$ cat config.mk
export PLATFORM = sky130hd
export DESIGN_NAME = rotated_rect_row_address_gen_flat
export DESIGN_NICKNAME = d
export VERILOG_FILES = /design/src/hdl/rrag_pkg.sv /design/src/hdl/rrag_if.sv /design/src/hdl/rotated_rect_row_address_gen.sv /design/src/hdl/rrag_ctrl.sv /design/src/hdl/rrag_dpath.sv /design/src/flat_wrapper.sv
export VERILOG_INCLUDE_DIRS = /design/src /design/src/hdl
export SDC_FILE = /design/constraint.sdc
export NUM_CORES = 1
export LEC_CHECK = 0
export BUFFER_PORTS_ARGS = -buffer_cell sky130_fd_sc_hd__buf_2
export CORE_MARGIN = 2
export CORE_UTILIZATION = 50
export CTS_CLUSTER_DIAMETER = 60
export CTS_CLUSTER_SIZE = 14
export DETAILED_ROUTE_END_ITERATION = 7
export GPL_ROUTABILITY_DRIVEN = 1
export PLACE_DENSITY_LB_ADDON = 0.25
export SYNTH_ARGS = -nofsm -noshare
export SYNTH_HDL_FRONTEND = slang
export SYNTH_SLANG_ARGS = --single-unit
$ cat constraint.sdc
create_clock -name clk -period 7.88 [get_ports clk]
set_clock_uncertainty 0.2 [all_clocks]
set_input_delay 1.182 -clock clk [delete_from_list [all_inputs] [get_ports clk]]
set_output_delay 1.182 -clock clk [all_outputs]
set_load 0.01 [all_outputs]
$ cat src/hdl/rotated_rect_row_address_gen_macros.svh
// assertion macros shared by the rectangle address generator modules
`ifndef ROTATED_RECT_ROW_ADDRESS_GEN_MACROS_SVH
`define ROTATED_RECT_ROW_ADDRESS_GEN_MACROS_SVH

// same-cycle implication, sampled on clk, quiet while rst is high
`define RRAG_ASSERT_IMPLIES(label, ante, cons, msg) \
  label: assert property (@(posedge clk) disable iff (rst) (ante) |-> (cons)) \
    else $error(msg);

// next-cycle implication, sampled on clk, quiet while rst is high
`define RRAG_ASSERT_NEXT(label, ante, cons, msg) \
  label: assert property (@(posedge clk) disable iff (rst) (ante) |=> (cons)) \
    else $error(msg);

`endif

$ cat src/hdl/rrag_pkg.sv
// shared widths, register codes and control types for the rectangle address generator
`timescale 1ns / 1ps

package rrag_pkg;

  // request fields
  localparam int X_W     = 12;
  localparam int Y_W     = 12;
  localparam int W_W     = 13;
  localparam int H_W     = 7;
  localparam int COLOR_W = 8;

  // row result fields
  localparam int OFFSET_W = 27;
  localparam int COUNT_W  = 13;

  // configuration registers
  localparam int SW_W       = 13;
  localparam int SH_W       = 13;
  localparam int ROT_W      = 2;
  localparam int BPP_W      = 3;
  localparam int LL_W       = 15;
  localparam int YOFF_W     = 13;
  localparam int VH_W       = 14;
  localparam int CFG_IDX_W  = 3;
  localparam int CFG_DATA_W = 15;

  // datapath internals
  localparam int DIVD_W    = 14;             // py + y_offset
  localparam int ROW_W     = DIVD_W + 1;     // wrapped row, unwrapped rows grow by one bit
  localparam int DIV_STEPS = DIVD_W;         // one quotient bit per cycle
  localparam int DIV_CNT_W = 4;
  localparam int PXB_W     = SW_W + BPP_W;   // px times pixel size in bytes
  localparam int PROD_W    = ROW_W + LL_W;   // row * line_length_bytes

  // register indexes on the configuration channel
  typedef enum logic [CFG_IDX_W-1:0] {
    REG_SCREEN_WIDTH      = 3'd0,
    REG_SCREEN_HEIGHT     = 3'd1,
    REG_ROTATION          = 3'd2,
    REG_PIXEL_BYTES       = 3'd3,
    REG_LINE_LENGTH_BYTES = 3'd4,
    REG_Y_OFFSET          = 3'd5,
    REG_VIRTUAL_HEIGHT    = 3'd6
  } cfg_reg_t;

  // rotation codes
  typedef enum logic [ROT_W-1:0] {
    ROT_NONE = 2'd0,
    ROT_90   = 2'd1,
    ROT_180  = 2'd2,
    ROT_270  = 2'd3
  } rot_t;

  // register values after reset
  localparam logic [SW_W-1:0]   RST_SCREEN_WIDTH    = 13'd640;
  localparam logic [SH_W-1:0]   RST_SCREEN_HEIGHT   = 13'd480;
  localparam logic [BPP_W-1:0]  RST_PIXEL_BYTES     = 3'd2;
  localparam logic [LL_W-1:0]   RST_LINE_LENGTH     = 15'd1280;
  localparam logic [YOFF_W-1:0] RST_Y_OFFSET        = 13'd0;
  localparam logic [VH_W-1:0]   RST_VIRTUAL_HEIGHT  = 14'd480;

  // controller to datapath
  typedef struct packed {
    logic idle;      // free to take a request
    logic load_req;  // request transfer this cycle
    logic clip;      // register clipped size
    logic rotate;    // register physical rectangle
    logic prep;      // start the row wrap and offset base
    logic div_step;  // one remainder step
    logic emit;      // load one row into the output register
  } rrag_cmd_t;

  // datapath to controller
  typedef struct packed {
    logic req_valid;
    logic reject_req;   // origin off screen, empty size, bad colour or too tall
    logic reject_rows;  // too many physical rows after rotation
    logic no_wrap;      // virtual height of zero
    logic div_last;     // final remainder step
    logic out_free;     // output register can take a row
    logic last;         // one row left
  } rrag_sts_t;

endpackage

$ cat src/hdl/rrag_if.sv
// handshake channels of the rectangle address generator: request, row result, configuration
`timescale 1ns / 1ps

interface rrag_req_if;
  import rrag_pkg::*;
  logic               valid;
  logic               ready;
  logic [X_W-1:0]     rect_x;
  logic [Y_W-1:0]     rect_y;
  logic [W_W-1:0]     rect_width;
  logic [H_W-1:0]     rect_height;
  logic [COLOR_W-1:0] fill_color;

  modport source (output valid, rect_x, rect_y, rect_width, rect_height, fill_color,
                  input ready);
  modport sink   (input valid, rect_x, rect_y, rect_width, rect_height, fill_color,
                  output ready);
endinterface

interface rrag_row_if;
  import rrag_pkg::*;
  logic                valid;
  logic                ready;
  logic [OFFSET_W-1:0] row_byte_offset;
  logic [COUNT_W-1:0]  pixel_count;
  logic [COLOR_W-1:0]  row_color;
  logic                last_row;

  modport source (output valid, row_byte_offset, pixel_count, row_color, last_row,
                  input ready);
  modport sink   (input valid, row_byte_offset, pixel_count, row_color, last_row,
                  output ready);
endinterface

interface rrag_cfg_if;
  import rrag_pkg::*;
  logic                  valid;
  logic                  ready;
  logic [CFG_IDX_W-1:0]  index;
  logic [CFG_DATA_W-1:0] data;

  modport source (output valid, index, data, input ready);
  modport sink   (input valid, index, data, output ready);
endinterface

$ cat src/hdl/rotated_rect_row_address_gen.sv
// top level of the rotated rectangle fill row address generator
`timescale 1ns / 1ps
// Usage
//   req  : fill request transfer (rect_x, rect_y, rect_width, rect_height, fill_color),
//          taken only while no earlier request is still being worked on.
//   rows : one transfer per physical row: row_byte_offset, pixel_count, row_color,
//          last_row set on the final row. Rejected requests give no rows at all.
//   cfg  : register writes (index, data), always ready; write only while idle.
// Timing
//   Check and clip, then rotate, run in their own states after the request transfer. The first
//   row's wrap (row plus y_offset modulo virtual_height) runs through a one bit per
//   cycle remainder unit, skipped when virtual_height is zero. Rows then leave at one
//   per cycle while rows.ready is high; a rejected request frees the block from the
//   check or the row-count test after rotation. The next request is taken as soon as
//   the final row sits in the output register.
// Reset (rst, synchronous): registers return to 640x480, no rotation, 2 bytes per
//   pixel, 1280 byte lines, offset 0, virtual height 480; no row is pending.
// Stall: a held rows.ready freezes the output register and row sequencing.
module rotated_rect_row_address_gen #(
  parameter int MAX_ROWS    = 64,
  parameter int COLOR_COUNT = 256
) (
  input  logic       clk,
  input  logic       rst,
  rrag_req_if.sink   req,
  rrag_row_if.source rows,
  rrag_cfg_if.sink   cfg
);
  import rrag_pkg::*;

  rrag_cmd_t cmd;
  rrag_sts_t sts;

  // sequencer
  rrag_ctrl u_ctrl (
    .clk (clk),
    .rst (rst),
    .sts (sts),
    .cmd (cmd)
  );

  // datapath
  rrag_dpath #(
    .MAX_ROWS    (MAX_ROWS),
    .COLOR_COUNT (COLOR_COUNT)
  ) u_dpath (
    .clk  (clk),
    .rst  (rst),
    .req  (req),
    .rows (rows),
    .cfg  (cfg),
    .cmd  (cmd),
    .sts  (sts)
  );

endmodule

$ cat src/hdl/rrag_ctrl.sv
// sequencing state machine of the rectangle address generator
`timescale 1ns / 1ps
`include "rotated_rect_row_address_gen_macros.svh"

module rrag_ctrl (
  input  logic              clk,
  input  logic              rst,
  input  rrag_pkg::rrag_sts_t sts,
  output rrag_pkg::rrag_cmd_t cmd
);
  import rrag_pkg::*;

  typedef enum logic [5:0] {
    S_IDLE  = 6'b000001,
    S_CHECK = 6'b000010,
    S_ROT   = 6'b000100,
    S_PREP  = 6'b001000,
    S_DIV   = 6'b010000,
    S_EMIT  = 6'b100000
  } state_t;

  state_t state;
  state_t state_next;

  // state register
  always_ff @(posedge clk) begin
    if (rst) begin
      state <= S_IDLE;
    end else begin
      state <= state_next;
    end
  end

  // next state and commands
  always_comb begin
    state_next = state;
    cmd        = '0;
    case (state)
      S_IDLE: begin
        cmd.idle = 1'b1;
        if (sts.req_valid) begin
          cmd.load_req = 1'b1;
          state_next   = S_CHECK;
        end
      end
      S_CHECK: begin
        if (sts.reject_req) begin
          state_next = S_IDLE;
        end else begin
          cmd.clip   = 1'b1;
          state_next = S_ROT;
        end
      end
      S_ROT: begin
        cmd.rotate = 1'b1;
        state_next = S_PREP;
      end
      S_PREP: begin
        if (sts.reject_rows) begin
          state_next = S_IDLE;
        end else begin
          cmd.prep   = 1'b1;
          state_next = sts.no_wrap ? S_EMIT : S_DIV;
        end
      end
      S_DIV: begin
        cmd.div_step = 1'b1;
        if (sts.div_last) begin
          state_next = S_EMIT;
        end
      end
      S_EMIT: begin
        if (sts.out_free) begin
          cmd.emit = 1'b1;
          if (sts.last) begin
            state_next = S_IDLE;
          end
        end
      end
      default: begin
        state_next = S_IDLE;
      end
    endcase
  end

  // checks
  `RRAG_ASSERT_IMPLIES(a_emit_needs_room, cmd.emit, sts.out_free, "row loaded into a full output register")
  `RRAG_ASSERT_NEXT(a_last_row_frees, cmd.emit && sts.last, cmd.idle, "not idle after the final row")
  `RRAG_ASSERT_NEXT(a_one_request_at_a_time, cmd.load_req, !cmd.idle, "second request taken while busy")

endmodule

$ cat src/hdl/rrag_dpath.sv
// datapath of the rectangle address generator: registers, clip, rotation, row wrap, offsets
`timescale 1ns / 1ps
`include "rotated_rect_row_address_gen_macros.svh"

module rrag_dpath #(
  parameter int MAX_ROWS    = 64,
  parameter int COLOR_COUNT = 256
) (
  input  logic                clk,
  input  logic                rst,
  rrag_req_if.sink            req,
  rrag_row_if.source          rows,
  rrag_cfg_if.sink            cfg,
  input  rrag_pkg::rrag_cmd_t cmd,
  output rrag_pkg::rrag_sts_t sts
);
  import rrag_pkg::*;

  localparam int RW = $clog2(MAX_ROWS + 1);

  // configuration registers
  logic [SW_W-1:0]   screen_width;
  logic [SH_W-1:0]   screen_height;
  rot_t              rotation;
  logic [BPP_W-1:0]  pixel_bytes;
  logic [LL_W-1:0]   line_length_bytes;
  logic [YOFF_W-1:0] y_offset;
  logic [VH_W-1:0]   virtual_height;

  // request and working registers
  logic [X_W-1:0]     rx;
  logic [Y_W-1:0]     ry;
  logic [W_W-1:0]     rw;
  logic [H_W-1:0]     rh;
  logic [COLOR_W-1:0] color;
  logic [SW_W-1:0]    cw;
  logic [H_W-1:0]     ch;
  logic [SW_W-1:0]    px;
  logic [SW_W-1:0]    py;
  logic [COUNT_W-1:0] pw;
  logic [SW_W-1:0]    ph;
  logic [PXB_W-1:0]   pxb;
  logic [ROW_W-1:0]   r;
  logic [DIVD_W-1:0]  dq;
  logic [DIV_CNT_W-1:0] div_cnt;
  logic [RW-1:0]      rows_left;

  // output register
  logic                out_valid;
  logic [OFFSET_W-1:0] out_offset;
  logic [COUNT_W-1:0]  out_count;
  logic [COLOR_W-1:0]  out_color;
  logic                out_last;

  // combinational terms
  logic [DIVD_W-1:0]  x_end;
  logic [DIVD_W-1:0]  y_end;
  logic [SW_W-1:0]    cw_clip;
  logic [H_W-1:0]     ch_clip;
  logic [SW_W-1:0]    sh_rem;
  logic [SW_W-1:0]    sw_rem;
  logic [SW_W-1:0]    px_next;
  logic [SW_W-1:0]    py_next;
  logic [COUNT_W-1:0] pw_next;
  logic [SW_W-1:0]    ph_next;
  logic [DIVD_W-1:0]  divd;
  logic [ROW_W-1:0]   trial;
  logic [ROW_W-1:0]   vh_ext;
  logic [ROW_W-1:0]   r_inc;
  logic [PROD_W-1:0]  prod;
  logic [OFFSET_W-1:0] offset_next;

  // configuration writes, always ready
  assign cfg.ready = 1'b1;

  always_ff @(posedge clk) begin
    if (rst) begin
      screen_width      <= RST_SCREEN_WIDTH;
      screen_height     <= RST_SCREEN_HEIGHT;
      rotation          <= ROT_NONE;
      pixel_bytes       <= RST_PIXEL_BYTES;
      line_length_bytes <= RST_LINE_LENGTH;
      y_offset          <= RST_Y_OFFSET;
      virtual_height    <= RST_VIRTUAL_HEIGHT;
    end else if (cfg.valid) begin
      case (cfg.index)
        REG_SCREEN_WIDTH:      screen_width      <= cfg.data[SW_W-1:0];
        REG_SCREEN_HEIGHT:     screen_height     <= cfg.data[SH_W-1:0];
        REG_ROTATION:          rotation          <= rot_t'(cfg.data[ROT_W-1:0]);
        REG_PIXEL_BYTES:       pixel_bytes       <= cfg.data[BPP_W-1:0];
        REG_LINE_LENGTH_BYTES: line_length_bytes <= cfg.data[LL_W-1:0];
        REG_Y_OFFSET:          y_offset          <= cfg.data[YOFF_W-1:0];
        REG_VIRTUAL_HEIGHT:    virtual_height    <= cfg.data[VH_W-1:0];
        default: ;
      endcase
    end
  end

  // request handshake
  assign req.ready     = cmd.idle;
  assign sts.req_valid = req.valid;

  // request capture
  always_ff @(posedge clk) begin
    if (cmd.load_req) begin
      rx    <= req.rect_x;
      ry    <= req.rect_y;
      rw    <= req.rect_width;
      rh    <= req.rect_height;
      color <= req.fill_color;
    end
  end

  // rejection and clipping to the logical screen
  assign x_end   = DIVD_W'(rx) + DIVD_W'(rw);
  assign y_end   = DIVD_W'(ry) + DIVD_W'(rh);
  assign cw_clip = (x_end > DIVD_W'(screen_width)) ? screen_width - SW_W'(rx) : rw;
  assign ch_clip = (y_end > DIVD_W'(screen_height)) ?
                   H_W'(screen_height - SH_W'(ry)) : rh;

  assign sts.reject_req = (SW_W'(rx) >= screen_width) || (SH_W'(ry) >= screen_height) ||
                          (rw == '0) || (rh == '0) ||
                          ({1'b0, color} >= (COLOR_W + 1)'(COLOR_COUNT)) ||
                          (rh > H_W'(MAX_ROWS));

  always_ff @(posedge clk) begin
    if (cmd.clip) begin
      cw <= cw_clip;
      ch <= ch_clip;
    end
  end

  // rotation into physical coordinates
  assign sh_rem = screen_height - SH_W'(ry) - SH_W'(ch);
  assign sw_rem = screen_width - SW_W'(rx) - cw;

  always_comb begin
    case (rotation)
      ROT_90: begin
        px_next = sh_rem;
        py_next = SW_W'(rx);
        pw_next = COUNT_W'(ch);
        ph_next = cw;
      end
      ROT_180: begin
        px_next = sw_rem;
        py_next = sh_rem;
        pw_next = cw;
        ph_next = SW_W'(ch);
      end
      ROT_270: begin
        px_next = SW_W'(ry);
        py_next = sw_rem;
        pw_next = COUNT_W'(ch);
        ph_next = cw;
      end
      default: begin
        // no rotation
        px_next = SW_W'(rx);
        py_next = SW_W'(ry);
        pw_next = cw;
        ph_next = SW_W'(ch);
      end
    endcase
  end

  always_ff @(posedge clk) begin
    if (cmd.rotate) begin
      px <= px_next;
      py <= py_next;
      pw <= pw_next;
      ph <= ph_next;
    end
  end

  assign sts.reject_rows = ph > SW_W'(MAX_ROWS);
  assign sts.no_wrap     = virtual_height == '0;

  // first row modulo virtual height: restoring remainder, one bit a cycle
  assign divd   = DIVD_W'(py) + DIVD_W'(y_offset);
  assign vh_ext = {1'b0, virtual_height};
  assign trial  = {r[DIVD_W-1:0], dq[DIVD_W-1]};

  assign sts.div_last = div_cnt == DIV_CNT_W'(1);

  // per row: step the wrapped row, multiply by line length
  assign r_inc       = r + ROW_W'(1);
  assign prod        = PROD_W'(r) * PROD_W'(line_length_bytes);
  assign offset_next = OFFSET_W'(pxb) + prod[OFFSET_W-1:0];

  assign sts.last = rows_left == RW'(1);

  always_ff @(posedge clk) begin
    if (cmd.prep) begin
      pxb       <= PXB_W'(px) * PXB_W'(pixel_bytes);
      r         <= sts.no_wrap ? ROW_W'(divd) : '0;
      dq        <= divd;
      div_cnt   <= DIV_CNT_W'(DIV_STEPS);
      rows_left <= ph[RW-1:0];
    end else if (cmd.div_step) begin
      r       <= (trial >= vh_ext) ? trial - vh_ext : trial;
      dq      <= dq << 1;
      div_cnt <= div_cnt - DIV_CNT_W'(1);
    end else if (cmd.emit) begin
      r         <= (!sts.no_wrap && (r_inc == vh_ext)) ? '0 : r_inc;
      rows_left <= rows_left - RW'(1);
    end
  end

  // output register
  assign sts.out_free = !out_valid || rows.ready;

  always_ff @(posedge clk) begin
    if (rst) begin
      out_valid <= 1'b0;
    end else if (cmd.emit) begin
      out_valid <= 1'b1;
    end else if (rows.ready) begin
      out_valid <= 1'b0;
    end
  end

  always_ff @(posedge clk) begin
    if (cmd.emit) begin
      out_offset <= offset_next;
      out_count  <= pw;
      out_color  <= color;
      out_last   <= sts.last;
    end
  end

  assign rows.valid           = out_valid;
  assign rows.row_byte_offset = out_offset;
  assign rows.pixel_count     = out_count;
  assign rows.row_color       = out_color;
  assign rows.last_row        = out_last;

  // checks
  `RRAG_ASSERT_IMPLIES(a_rem_below_divisor, cmd.div_step, r < vh_ext, "remainder not below virtual height")
  `RRAG_ASSERT_IMPLIES(a_row_wrapped, cmd.emit && !sts.no_wrap, r < vh_ext, "row beyond wrap point")
  `RRAG_ASSERT_IMPLIES(a_rows_remain, cmd.emit, rows_left != '0, "row emitted with none left")

endmodule
$ cat src/flat_wrapper.sv
// flat-port wrapper written by rule: the top's interface ports become plain ports
module rotated_rect_row_address_gen_flat import rrag_pkg::*;
#(
  parameter int MAX_ROWS    = 64,
  parameter int COLOR_COUNT = 256
)
  (clk, rst, req_valid, req_rect_x, req_rect_y, req_rect_width, req_rect_height, req_fill_color, req_ready, rows_valid, rows_row_byte_offset, rows_pixel_count, rows_row_color, rows_last_row, rows_ready, cfg_valid, cfg_index, cfg_data, cfg_ready);
  rrag_req_if req_i ();
  rrag_row_if rows_i ();
  rrag_cfg_if cfg_i ();
  input  logic clk;
  input  logic rst;
  input wire logic [$bits(req_i.valid)-1:0] req_valid;
  input wire logic [$bits(req_i.rect_x)-1:0] req_rect_x;
  input wire logic [$bits(req_i.rect_y)-1:0] req_rect_y;
  input wire logic [$bits(req_i.rect_width)-1:0] req_rect_width;
  input wire logic [$bits(req_i.rect_height)-1:0] req_rect_height;
  input wire logic [$bits(req_i.fill_color)-1:0] req_fill_color;
  output wire logic [$bits(req_i.ready)-1:0] req_ready;
  output wire logic [$bits(rows_i.valid)-1:0] rows_valid;
  output wire logic [$bits(rows_i.row_byte_offset)-1:0] rows_row_byte_offset;
  output wire logic [$bits(rows_i.pixel_count)-1:0] rows_pixel_count;
  output wire logic [$bits(rows_i.row_color)-1:0] rows_row_color;
  output wire logic [$bits(rows_i.last_row)-1:0] rows_last_row;
  input wire logic [$bits(rows_i.ready)-1:0] rows_ready;
  input wire logic [$bits(cfg_i.valid)-1:0] cfg_valid;
  input wire logic [$bits(cfg_i.index)-1:0] cfg_index;
  input wire logic [$bits(cfg_i.data)-1:0] cfg_data;
  output wire logic [$bits(cfg_i.ready)-1:0] cfg_ready;
  assign req_i.valid = req_valid;
  assign req_i.rect_x = req_rect_x;
  assign req_i.rect_y = req_rect_y;
  assign req_i.rect_width = req_rect_width;
  assign req_i.rect_height = req_rect_height;
  assign req_i.fill_color = req_fill_color;
  assign req_ready = req_i.ready;
  assign rows_valid = rows_i.valid;
  assign rows_row_byte_offset = rows_i.row_byte_offset;
  assign rows_pixel_count = rows_i.pixel_count;
  assign rows_row_color = rows_i.row_color;
  assign rows_last_row = rows_i.last_row;
  assign rows_i.ready = rows_ready;
  assign cfg_i.valid = cfg_valid;
  assign cfg_i.index = cfg_index;
  assign cfg_i.data = cfg_data;
  assign cfg_ready = cfg_i.ready;
  rotated_rect_row_address_gen #(.MAX_ROWS(MAX_ROWS), .COLOR_COUNT(COLOR_COUNT)) u_core (.clk(clk), .rst(rst), .req(req_i), .rows(rows_i), .cfg(cfg_i));
endmodule
Word-level counts from Yosys, hierarchy flattened
Index checks and enable logic that the tools add are counted.
{"block": "classes", "div": 0, "n_bitwise": 0, "muxes": 37, "multipliers": 2, "order_cmp": 7, "n_addsub": 12, "shifts": 0, "n_reduce_logical": 26, "eq_ne": 23}
{"operator": "$pmux 13 s3", "n": 2}
{"operator": "$mux 15", "n": 5}
{"operator": "$mux 14", "n": 3}
{"operator": "$mux 7", "n": 6}
{"operator": "$mux 6", "n": 6}
{"operator": "$pmux 6 s6", "n": 1}
{"operator": "$add 16x27->27", "n": 1}
{"operator": "$mul 15x15->27", "n": 1}
{"operator": "$ge 12x13->1", "n": 2}
{"operator": "$sub 13x12->13", "n": 2}
{"operator": "$mul 13x3->16", "n": 1}
{"operator": "$reduce_and 2->1", "n": 8}
{"operator": "$add 15x1->15 const B", "n": 1}
{"operator": "$eq 15x14->1", "n": 1}
{"operator": "$ge 15x14->1", "n": 1}
{"operator": "$sub 15x14->15", "n": 1}
{"operator": "$add 12x13->14", "n": 1}
{"operator": "$add 13x13->14", "n": 1}
{"operator": "$gt 14x13->1", "n": 1}
{"operator": "$logic_not 14->1", "n": 1}
{"operator": "$add 12x7->13", "n": 1}
{"operator": "$gt 13x13->1", "n": 1}
{"operator": "$gt 13x7->1 const B", "n": 1}
{"operator": "$logic_not 13->1", "n": 1}
{"operator": "33 further kinds", "n": 57}
{"block": "totals", "word_cells": 138, "ramBits": 0, "in_bits": 75, "latch_bits": 0, "reg_bits": 309, "mem_bits_ro": 0, "n_memories": 0}

Longest topological paths before layout
Gate-level depths: netlist of the first run.
{"block": "depth", "ltp_word": 7, "ltp_mapped": 25}

By module
From an unflattened synthesis of the first run, not the netlist that was laid out.
{"block": "hier_totals", "hier_cells": 2620, "area_unflattened_um2": 25657.1}
{"mod": "rrag_dpath", "n_inst": 1, "seq_area_each_um2": 8318.0, "area_per_inst_um2": 25251.7, "cells_per_inst": 2569}
{"mod": "rrag_ctrl", "n_inst": 1, "seq_area_each_um2": 120.1, "area_per_inst_um2": 405.4, "cells_per_inst": 51}

Least setup slack after synthesis of the first run
Ideal clock, no wire load.
{"block": "synth_path", "path_kind": "register to register", "from": "reg u_core.u_dpath.r[10]", "to": "reg u_core.u_dpath.out_offset[26] (netlist: u_core.u_dpath.rows.row_byte_offset[26]) (data pin)", "synth_period_minus_slack_ns": 6.487, "setup_ns": 0.259, "path_stages_with_launch": 25, "arrival_ns": 6.028, "t_required_ns": 7.421, "n_path_buf": 2, "setup_slack_ns": 1.393, "path_cell_list": "edfxtp_1 clkbuf_1 buf_1 nand2_1 fa_1 fa_1 inv_1 fa_1 inv_1 fa_1 inv_1 fa_1 inv_1 fa_1 inv_1 ha_1 nand2_1 nor2_1 a2111oi_2 a31oi_1 a21o_1 a41oi_2 o21ai_0 a21oi_1 xnor2_1"}
{"block": "synth_between", "elab_chain_cells": 2}
{"item": "start: declaration", "line_no": "rrag_dpath.sv:43", "source": "logic [ROW_W-1:0] r;"}
{"item": "start signal: assignment", "line_no": "rrag_dpath.sv:196", "source": "r <= sts.no_wrap ? ROW_W'(divd) : '0;"}
{"item": "start signal: assignment", "line_no": "rrag_dpath.sv:201", "source": "r <= (trial >= vh_ext) ? trial - vh_ext : trial;"}
{"item": "start signal: assignment", "line_no": "rrag_dpath.sv:205", "source": "r <= (!sts.no_wrap && (r_inc == vh_ext)) ? '0 : r_inc;"}
{"item": "$mul 15x15->27", "line_no": "rrag_dpath.sv:188", "source": "assign prod = PROD_W'(r) * PROD_W'(line_length_bytes);"}
{"item": "$add 16x27->27", "line_no": "rrag_dpath.sv:189", "source": "assign offset_next = OFFSET_W'(pxb) + prod[OFFSET_W-1:0];"}
{"item": "named net u_core.u_dpath.offset_next[26]", "line_no": "rrag_dpath.sv:71", "source": "logic [OFFSET_W-1:0] offset_next;"}
{"item": "end signal: assignment", "line_no": "rrag_dpath.sv:225", "source": "out_offset <= offset_next;"}
{"item": "end: declaration", "line_no": "rrag_dpath.sv:50", "source": "logic [OFFSET_W-1:0] out_offset;"}
The timed path passes the listed nets, and every way through them passes these cells.
A chain may end at the register's enable or synchronous reset.

Worst setup path in the final report of the first run
{"block": "layout_path", "from": "reg u_core.u_dpath.line_length_bytes[0]", "to": "reg u_core.u_dpath.out_offset[24] (netlist: u_core.u_dpath.rows.row_byte_offset[24]) (data pin)"}
{"block": "layout_between", "elab_chain_cells": 2}
{"item": "start: declaration", "line_no": "rrag_dpath.sv:26", "source": "logic [LL_W-1:0] line_length_bytes;"}
{"item": "start signal: assignment", "line_no": "rrag_dpath.sv:91", "source": "REG_LINE_LENGTH_BYTES: line_length_bytes <= cfg.data[LL_W-1:0];"}
{"item": "$mul 15x15->27", "line_no": "rrag_dpath.sv:188"}
{"item": "$add 16x27->27", "line_no": "rrag_dpath.sv:189"}
{"item": "named net u_core.u_dpath.offset_next[24]", "line_no": "rrag_dpath.sv:71"}
The timed path passes the listed nets, and every way through them passes these cells.

==> impl_metrics.json, run 1 <==
{
  "p_switching_mw": 2.326,
  "seq_power_share_pct": 33.2,
  "worstHoldStart": "u_core.u_dpath.pw[3]",
  "synth.most_common_cell": "inv_1",
  "dieArea_um2": 53400,
  "ys_seq_area_share_pct": 32.73,
  "drv_cap": 0,
  "worstHoldPathCells": 0,
  "synthTopCellsByCount": "406 x inv_1, 368 x nand2_1, 225 x edfxtp_1",
  "synth-async-reset-ratio_pct": 0,
  "die_h_um": 231.1,
  "cts.clk_slew.worst_paths_ps": 60,
  "antenna_found_initial": 4,
  "syn_inst": 2675,
  "drc": 0,
  "path_buf_inv": 5,
  "pwr-share-clk_pct": 25.9,
  "cts_max_level": 2,
  "drive_above_1_share_pct": 10.10,
  "critical_path.max_stage_delay_ps": 660,
  "grt.met3_usage_pct": 3.666,
  "max_freq_mhz": 146.8,
  "grt_start_max_net_pins": 80,
  "synth_area_um2": 25780,
  "grt_pass1_vias": 19800,
  "cts-root-buf": "clkbuf_16",
  "worst_r2r_startpoint": "u_core.u_dpath.line_length_bytes[0]",
  "drv_slew": 0,
  "die_w_um": 231.1,
  "cp_max_fo": 16,
  "synth_top_area_share_pct": 26.20,
  "met1_usage_pct": 29.80,
  "area_delta_synth_final_pct": 9.390,
  "dpl.cell_count": 3409,
  "crit_arrival_ps": 6910,
  "drtIter0Drc": 1172,
  "cts_tree": "built",
  "cts_setup_buffers": 0,
  "min_to": "u_core.u_dpath.rows.pixel_count[3]",
  "post-route-util_pct": 55.09,
  "numCtsBuffers": 35,
  "post-route-min-period_ps": 6811,
  "ant_nets": 0,
  "r2r_end": "u_core.u_dpath.rows.row_byte_offset[24]",
  "r2r_setup_slack_ps": 1070,
  "final_cells": 3475,
  "maxSlewHeadroom_pct": 19.94,
  "p_int_mw": 3.956,
  "crit_path_end_kind": "register",
  "synth_warnings": 0,
  "num-fill-cells": 4529,
  "startpoint_type": "register",
  "top_usage_layer": "met2",
  "nets": 3260,
  "reg2reg_depth": 22,
  "cts_resized": 0,
  "port_buffers": 125,
  "synth-main-ff-cell": "edfxtp_1",
  "coreArea_um2": 51200,
  "finalWirelength_um": 66100,
  "synthTopCellsByArea": "edfxtp_1 26%, fa_1 16%, ha_1 11%",
  "finalSetupViolCount": 0,
  "synth_seq_cells": 309,
  "hold_viol": 0,
  "switching_share_pct": 37.02,
  "cts_hold_buf": 0,
  "p_comb_share_pct": 40.9,
  "crit_family": "adder cells",
  "vias_per_cell": 5.519,
  "synth_edf_count": 225,
  "clock_path_buffers": 3,
  "cpMostUsedCell": "fa_1",
  "power.leakage_nw": 12.22,
  "hpwl_um": 51930,
  "status": "finished clean",
  "start_util_pct": 50.36,
  "syn_nets": 3169,
  "hold_class": "reg -> reg",
  "rsz0062_at_grt": "no",
  "rows": 83,
  "gp_congestion": 0.9416,
  "fin_crit_sh_pct": 86.43,
  "slowest_stage": "dfxtp_1",
  "wire_per_inst_um": 19.02,
  "tns_ps": 0,
  "drt-pass1-iter-count": 6,
  "syn_avg_cell_area_um2": 9.639,
  "grt_pass1_wl_um": 104500,
  "dr_total_vias": 19180,
  "vdd_drop_max_mv": 0.2439,
  "powerDensity_nw_per_um2": 222.7,
  "crit_type": "reg -> reg",
  "grtUsageMet2_pct": 44.41,
  "synth_cell_types": 84,
  "grt_overflow": 0,
  "crit_chain": "nand2_1 -> fa_1 -> fa_1 -> inv_1 -> fa_1 -> inv_1 -> fa_1 -> inv_1 -> fa_1 -> inv_1 -> fa_1 -> inv_1 -> ha_1 -> nand2_1 -> nor2_1 -> a2111oi_2 -> a31oi_1 -> a21o_1 -> a41oi_2 -> o21bai_1 -> a21oi_1 -> xnor2_1",
  "io_pins": 127,
  "clock_latency_ps": 570,
  "worst-endpoint-required_ps": 7980,
  "grt_usage_pct": 25.14,
  "yosysTopAreaCell": "edfxtp_1",
  "tightest_slew_ps": 1194,
  "clock-sinks": 309
}
-- sequential cells by signal (all words and copies together), names as in the netlist, 8 cells and up --
name / count
u_core.u_dpath.pxb: 16
u_core.u_dpath.px: 13
u_core.u_dpath.py: 13
u_core.u_dpath.rows.row_color: 8
u_core.u_dpath.screen_width: 13
u_core.u_dpath.dq: 14
u_core.u_dpath.rw: 13
u_core.u_dpath.rx: 12
u_core.u_dpath.y_offset: 13
u_core.u_dpath.r: 15
u_core.u_dpath.screen_height: 13
u_core.u_dpath.virtual_height: 14
u_core.u_dpath.pw: 13
u_core.u_dpath.line_length_bytes: 15
u_core.u_dpath.cw: 13
u_core.u_dpath.ry: 12
u_core.u_dpath.rows.pixel_count: 13
u_core.u_dpath.rows.row_byte_offset: 27
u_core.u_dpath.ph: 13
u_core.u_dpath.color: 8
-- placed cells by master (no fill, tap or decap), types with 29 or more instances in the layout --
cell	count
a21o_1	33
a21oi_1	159
and2_1	128
buf_2	125
clkbuf_16	35
dfxtp_1	82
edfxtp_1	225
fa_1	200
ha_1	219
inv_1	405
mux2_2	33
mux2i_1	29
nand2_1	368
nand3_1	37
nor2_1	107
nor3_1	30
o21ai_0	91
xnor2_1	97
xor2_1	48
-- stage by stage --
step | setup WS, ps | area (µm²) | power (mW) | hold slack (ps)
2_1_floorplan | 1393 | 25780 | 4.002 | 200.3
3_3_place_gp | 1133 | 27050 | 4.567 | 201.2
3_5_place_dp | 1016 | 27050 | 4.662 | 205.7
4_1_cts | 1004 | 28200 | 6.320 | 222.5
5_1_grt | 643.4 | 28200 | 6.709 | 230.5
6_report | 1069 | 28210 | 6.282 | 221.6
-- logic make-up (layout without fill, tap and decap cells) --
| logic type | count (synthesis) | after routing | share of synthesized area, % |
|---|---|---|---|
| AND/OR/NAND/NOR | 803 | 803 | 14.82 |
| buffers and inverters | 501 | 619 | 7.531 |
| AO/OA/AOI/OAI | 425 | 425 | 10.44 |
| adder cells (fa/ha/maj) | 419 | 419 | 26.15 |
| flip-flops | 309 | 309 | 32.73 |
| XOR/XNOR | 147 | 147 | 5.051 |
| multiplexers | 70 | 70 | 3.266 |
| other | 1 | 3 | 0.01454 |
-- final cells by class --
type                            count  area [µm²]  area share (%)
Multi-Input combinational cell   1865       15430           54.71
Sequential cell                   309        8441           29.93
Inverter                          407        1528           5.416
Clock buffer                       48       984.7           3.491
Tap cell                          680       850.8           3.016
Timing Repair Buffer              148       798.3           2.830
Clock inverter                     16       166.4          0.5900
Antenna cell                        2       5.005         0.01774
-- layer usage --
metal	part of all wire (%)	vias to the layer above
li1	-	9076
met1	40	9342
met2	49	594
met3	5.6	164
met4	5.5	4
met5	0.035	-
-- how the worst max path moves through the flow --
| stage | startpoint | endpoint | slack, ps | cells past startpoint |
|---|---|---|---|---|
| global route | u_core.u_dpath.line_length_bytes[1] | u_core.u_dpath.rows.row_byte_offset[24] | 640 | 22 |
| global placement | u_core.u_dpath.line_length_bytes[0] | u_core.u_dpath.rows.row_byte_offset[26] | 1130 | 22 |
| floorplan | u_core.u_dpath.r[10] | u_core.u_dpath.rows.row_byte_offset[26] | 1390 | 24 |
| CTS | u_core.u_dpath.line_length_bytes[0] | u_core.u_dpath.rows.row_byte_offset[24] | 1000 | 22 |
| finish | u_core.u_dpath.line_length_bytes[0] | u_core.u_dpath.rows.row_byte_offset[24] | 1070 | 22 |
| detailed placement | u_core.u_dpath.line_length_bytes[0] | u_core.u_dpath.rows.row_byte_offset[24] | 1020 | 22 |
-- power by group through the flow --
stage | clock network [mW] | logic (mW) | registers [mW]
after global placement | 0 | 2.45 | 2.11
after floorplan | 0 | 1.94 | 2.06
after global routing | 1.73 | 2.87 | 2.10
after CTS | 1.67 | 2.56 | 2.09
final | 1.63 | 2.57 | 2.09
after detailed placement | 0 | 2.54 | 2.12
No activity file was read; power rests on OpenSTA's default activity.
==> run 2, diff against run 1 <==
Settings changed: CAP_MARGIN from default to 20.
Clock period 7.88 ns to 8.3 ns, I/O delays scaled along.
==> impl_metrics.json, run 2 (synthesis gave the netlist of run 1 again) <==
{
  "place_ws_ps": 1489,
  "nets": 3261,
  "hpwl_um": 51290,
  "numCtsBuffers": 34,
  "grt_start_max_net_pins": 80,
  "die_w_um": 231.1,
  "tightest_slew_ps": 961.2,
  "p_int_mw": 3.739,
  "drive_above_1_share_pct": 10.10,
  "cts-root-buf": "clkbuf_16",
  "dr_total_vias": 19150,
  "fin_crit_sh_pct": 81.73,
  "drv_slew": 0,
  "rsz0062_at_grt": "no",
  "min_to": "u_core.u_dpath.rows.pixel_count[3]",
  "ant_nets": 0,
  "startpoint_type": "register",
  "drtIter0Drc": 1368,
  "dpl.cell_count": 3409,
  "cts.clk_slew.worst_paths_ps": 60,
  "clock-sinks": 309,
  "post-route-min-period_ps": 6783,
  "cts_resized": 0,
  "post_dp_cell_area_um2": 27050,
  "met1_usage_pct": 30.15,
  "drt-pass1-iter-count": 5,
  "worst-endpoint-required_ps": 8400,
  "hold_class": "reg -> reg",
  "die_h_um": 231.1,
  "coreArea_um2": 51200,
  "cts_setup_buffers": 0,
  "area_delta_synth_final_pct": 9.336,
  "clock_path_buffers": 3,
  "crit_arrival_ps": 6890,
  "io_pins": 127,
  "reg2reg_depth": 22,
  "design_area_um2": 28190,
  "p_comb_share_pct": 40.8,
  "grt_overflow": 0,
  "mostFrequentLayoutCell": "inv_1",
  "max_freq_mhz": 147.4,
  "finalPower_mw": 5.941,
  "r2r_setup_slack_ps": 1520,
  "vias_per_cell": 5.508,
  "final.setup.worst_slack_ps": 1517,
  "rows": 83,
  "cts_tree": "built",
  "port_buffers": 125,
  "grt_pass1_wl_um": 103500,
  "antenna_found_initial": 4,
  "largest_reg_flops": 27,
  "grt_pass1_vias": 19840,
  "r2r_end": "u_core.u_dpath.rows.row_byte_offset[26]",
  "maxSlewHeadroom_pct": 35.57,
  "power.leakage_nw": 12.22,
  "finalWirelength_um": 65550,
  "grtUsageMet2_pct": 43.56,
  "cp_max_fo": 16,
  "powerDensity_nw_per_um2": 210.7,
  "top_usage_layer": "met2",
  "start_util_pct": 50.36,
  "crit_type": "reg -> reg",
  "num-fill-cells": 4506,
  "drv_cap": 0,
  "hold-worst-slack_ps": 213.3,
  "worstHoldStart": "u_core.u_dpath.pw[3]",
  "cts_hold_buf": 0,
  "gp_congestion": 0.9575,
  "grt.met3_usage_pct": 3.593,
  "seq_power_share_pct": 33.3,
  "final_cells": 3476,
  "vdd_drop_max_mv": 0.2523,
  "mostFrequentLayoutCells": "405 x inv_1, 368 x nand2_1, 225 x edfxtp_1",
  "cts_max_level": 2,
  "worst_r2r_startpoint": "u_core.u_dpath.line_length_bytes[0]",
  "tns_ps": 0,
  "finalSetupViolCount": 0,
  "clock_latency_ps": 580,
  "pwr-share-clk_pct": 25.8,
  "drc": 0,
  "dieArea_um2": 53400,
  "crit_path_end_kind": "register",
  "switching_share_pct": 37.06,
  "post-route-util_pct": 55.06,
  "p_switching_mw": 2.202,
  "worstHoldPathCells": 0,
  "wire_per_inst_um": 18.86,
  "status": "finished clean",
  "hold_viol": 0,
  "grt_usage_pct": 24.81
}
## run 2: layout make-up
class                   count  area (µm²)  area share, %
diodes                      3       7.507        0.02663
flip-flops and latches    309        8441          29.94
clock buffers              43       914.6          3.244
inverters                 407        1528          5.419
clock inverters            19       201.4         0.7145
multi-input cells        1865       15430          54.74
repair buffers            150       817.0          2.898
well taps                 680       850.8          3.018
## run 2: power groups by stage
| stage | Combinational, mW | Sequential (mW) | Clock [mW] |
|---|---|---|---|
| after global placement | 2.33 | 2.01 | 0 |
| after global routing | 2.72 | 1.99 | 1.63 |
| after floorplan | 1.85 | 1.95 | 0 |
| final | 2.43 | 1.98 | 1.53 |
| after detailed placement | 2.41 | 2.01 | 0 |
| after CTS | 2.43 | 1.98 | 1.57 |
## run 2: worst max path at each step
stage / from / end / depth (start not counted)
2_1_floorplan: u_core.u_dpath.r[10] / u_core.u_dpath.rows.row_byte_offset[26] / 24
3_3_place_gp: u_core.u_dpath.line_length_bytes[0] / u_core.u_dpath.rows.row_byte_offset[26] / 22
3_5_place_dp: u_core.u_dpath.line_length_bytes[0] / u_core.u_dpath.rows.row_byte_offset[26] / 22
4_1_cts: u_core.u_dpath.line_length_bytes[0] / u_core.u_dpath.rows.row_byte_offset[26] / 22
5_1_grt: u_core.u_dpath.line_length_bytes[0] / u_core.u_dpath.rows.row_byte_offset[26] / 22
6_report: u_core.u_dpath.line_length_bytes[0] / u_core.u_dpath.rows.row_byte_offset[26] / 22
## run 2: per-layer routing
| layer | share of wire [%] | routed length [µm] |
|---|---|---|
| met5 | 0.017 | 11 |
| met3 | 6.0 | 3907 |
| met2 | 49 | 32380 |
| met4 | 4.6 | 3019 |
| met1 | 40 | 26240 |
## run 2: worst max-delay path: stages, from the launching register on
cell       delay, ps
dfxtp_1          660
nand2_1          160
fa_1             540
fa_1             550
inv_1             50
fa_1             490
inv_1             50
fa_1             530
inv_1             50
fa_1             470
inv_1             50
fa_1             470
inv_1             40
ha_1             320
nand2_1          120
nor2_1            60
a2111oi_2        540
a31oi_1          200
a21o_1           250
a41oi_2          300
o21ai_0          140
a21oi_1          200
xnor2_1           90
==> run 3, diff against run 2 <==
Clock period 8.3 ns to 5.7 ns, I/O delays scaled along.
==> impl_metrics.json, run 3 (synthesis gave the netlist of run 1 again) <==
{
  "min_to": "u_core.u_dpath.rows.row_color[5]",
  "tightest_slew_ps": 1104,
  "clock_path_buffers": 3,
  "final.setup.worst_slack_ps": -332.4,
  "grt_overflow": 0,
  "cts.clk_slew.worst_paths_ps": 60,
  "finalWirelength_um": 68630,
  "ant_nets": 0,
  "vias_per_cell": 5.479,
  "seq_power_share_pct": 30.9,
  "area_delta_synth_final_pct": 14.01,
  "gp_congestion": 0.9564,
  "grt_start_max_net_pins": 69,
  "reg2reg_depth": 23,
  "clock_latency_ps": 580,
  "numCtsBuffers": 38,
  "powerDensity_nw_per_um2": 316.1,
  "p_switching_mw": 3.439,
  "status": "finished with violations",
  "worst_r2r_startpoint": "u_core.u_dpath.r[6]",
  "cts_max_level": 2,
  "drc": 0,
  "rsz0062_at_grt": "yes",
  "io_pins": 127,
  "p_int_mw": 5.852,
  "grt_usage_pct": 26.08,
  "finalPower_mw": 9.291,
  "r2r_setup_slack_ps": -330,
  "r2r_end": "u_core.u_dpath.rows.row_byte_offset[26]",
  "start_util_pct": 50.36,
  "cts-root-buf": "clkbuf_16",
  "post-route-util_pct": 57.42,
  "largest_reg_flops": 27,
  "switching_share_pct": 37.01,
  "violations": "setup timing",
  "dr_total_vias": 19630,
  "mostFrequentLayoutCell": "inv_1",
  "drt-pass1-iter-count": 6,
  "drv_slew": 0,
  "wire_per_inst_um": 19.15,
  "finalSetupViolCount": 8,
  "maxSlewHeadroom_pct": 25.99,
  "hpwl_um": 54350,
  "cp_max_fo": 4,
  "grt_pass1_vias": 20420,
  "place_ws_ps": -469.8,
  "worst-endpoint-required_ps": 5790,
  "cts_tree": "built",
  "max_freq_mhz": 165.8,
  "pwr-share-clk_pct": 26.4,
  "drv_cap": 0,
  "clock-sinks": 309,
  "antenna_found_initial": 3,
  "dieArea_um2": 53400,
  "startpoint_type": "register",
  "final_cells": 3583,
  "crit_type": "reg -> reg",
  "post-route-min-period_ps": 6032,
  "cts_hold_buf": 0,
  "coreArea_um2": 51200,
  "port_buffers": 125,
  "drtIter0Drc": 1109,
  "nets": 3365,
  "rows": 83,
  "worstHoldPathCells": 0,
  "hold_class": "reg -> reg",
  "crit_path_end_kind": "register",
  "worstHoldStart": "u_core.u_dpath.color[5]",
  "grt_pass1_wl_um": 108600,
  "dpl.cell_count": 3502,
  "power.leakage_nw": 12.84,
  "p_comb_share_pct": 42.7,
  "fin_crit_sh_pct": 105.8,
  "die_h_um": 231.1,
  "vdd_drop_max_mv": 0.3813,
  "hold_viol": 0,
  "drive_above_1_share_pct": 14.65,
  "crit_arrival_ps": 6120,
  "mostFrequentLayoutCells": "398 x inv_1, 366 x nand2_1, 225 x edfxtp_1",
  "die_w_um": 231.1
}
[run 3: cell types whose count changed in the layout (fill, tap and decap cells not counted), sizes merged]
cell,change
inv,+3
clkinv,+1
diode,-1
buf,+100
clkbuf,+4
[run 3: area by class of cell]
type / count / area (µm²)
Antenna cell: 2 / 5.005
Clock buffer: 47 / 1016
Inverter: 407 / 1528
Clock inverter: 23 / 249.0
Fill cell: 4460 / 21800
Multi-Input combinational cell: 1865 / 15620
Tap cell: 680 / 850.8
Timing Repair Buffer: 250 / 1684
Sequential cell: 309 / 8441
[run 3: power by group through the flow]
stage               clock network [mW]  registers [mW]  logic, mW
CTS                               2.50            2.87       3.90
global route                      2.59            2.89       4.40
finish                            2.46            2.87       3.97
detailed placement                   0            2.92       3.81
global placement                     0            2.91       3.67
floorplan                            0            2.85       2.73
[run 3: how the worst max path moves through the flow]
stage                                    start                                      end  slack (ps)  cells past startpoint
final                      u_core.u_dpath.r[6]  u_core.u_dpath.rows.row_byte_offset[26]        -330                     23
after global routing      u_core.u_dpath.r[10]  u_core.u_dpath.rows.row_byte_offset[21]        -550                     22
after CTS                  u_core.u_dpath.r[6]  u_core.u_dpath.rows.row_byte_offset[24]        -470                     22
after detailed placement   u_core.u_dpath.r[4]  u_core.u_dpath.rows.row_byte_offset[24]        -470                     23
after global placement     u_core.u_dpath.r[7]  u_core.u_dpath.rows.row_byte_offset[26]        -380                     21
after floorplan            u_core.u_dpath.r[6]  u_core.u_dpath.rows.row_byte_offset[26]        -310                     25
[run 3: per-stage QoR]
step                      cell area (µm²)  setup TNS [ps]  hold WS (ps)
after global routing                29390           -4317         227.8
after CTS                           29300           -2646         221.2
after floorplan                     25920          -926.6         200.3
final                               29400           -1927         218.9
after global placement              27880           -2233         201.5
after detailed placement            27890           -3543         204.5
[run 3: timing repair]
item,4_1_cts,5_1_grt
pin swaps,25,17
setup endpoints to repair,13,13
gates resized for setup,28,18
hold endpoints to repair,0,0
buffers inserted,6,4
cloned,0,0
[run 3: worst max-delay path: stages, from the launching register on]
cell and delay [ps]:
edfxtp_1 440, and2_4 170, fa_1 540, inv_2 50, fa_1 520, inv_2 50
fa_1 470, inv_1 50, fa_1 470, inv_1 50, fa_1 470, inv_1 50
fa_1 480, inv_2 50, ha_4 220, nand2_4 60, nor2_2 40, a2111oi_4 370
a31oi_1 170, a21o_1 240, a41oi_2 240, o21ai_1 110, a21oi_1 160, xnor2_1 90
[run 3: metal layers]
metal | share of wire [%] | GRT usage (%) | vias to the layer above
met2 | 51 | 47.75 | 526
li1 | - | - | 9292
met3 | 4.9 | 3.568 | 149
met4 | 3.6 | 9.516 | 4
met5 | 0.028 | 0 | -
met1 | 40 | 31.14 | 9660
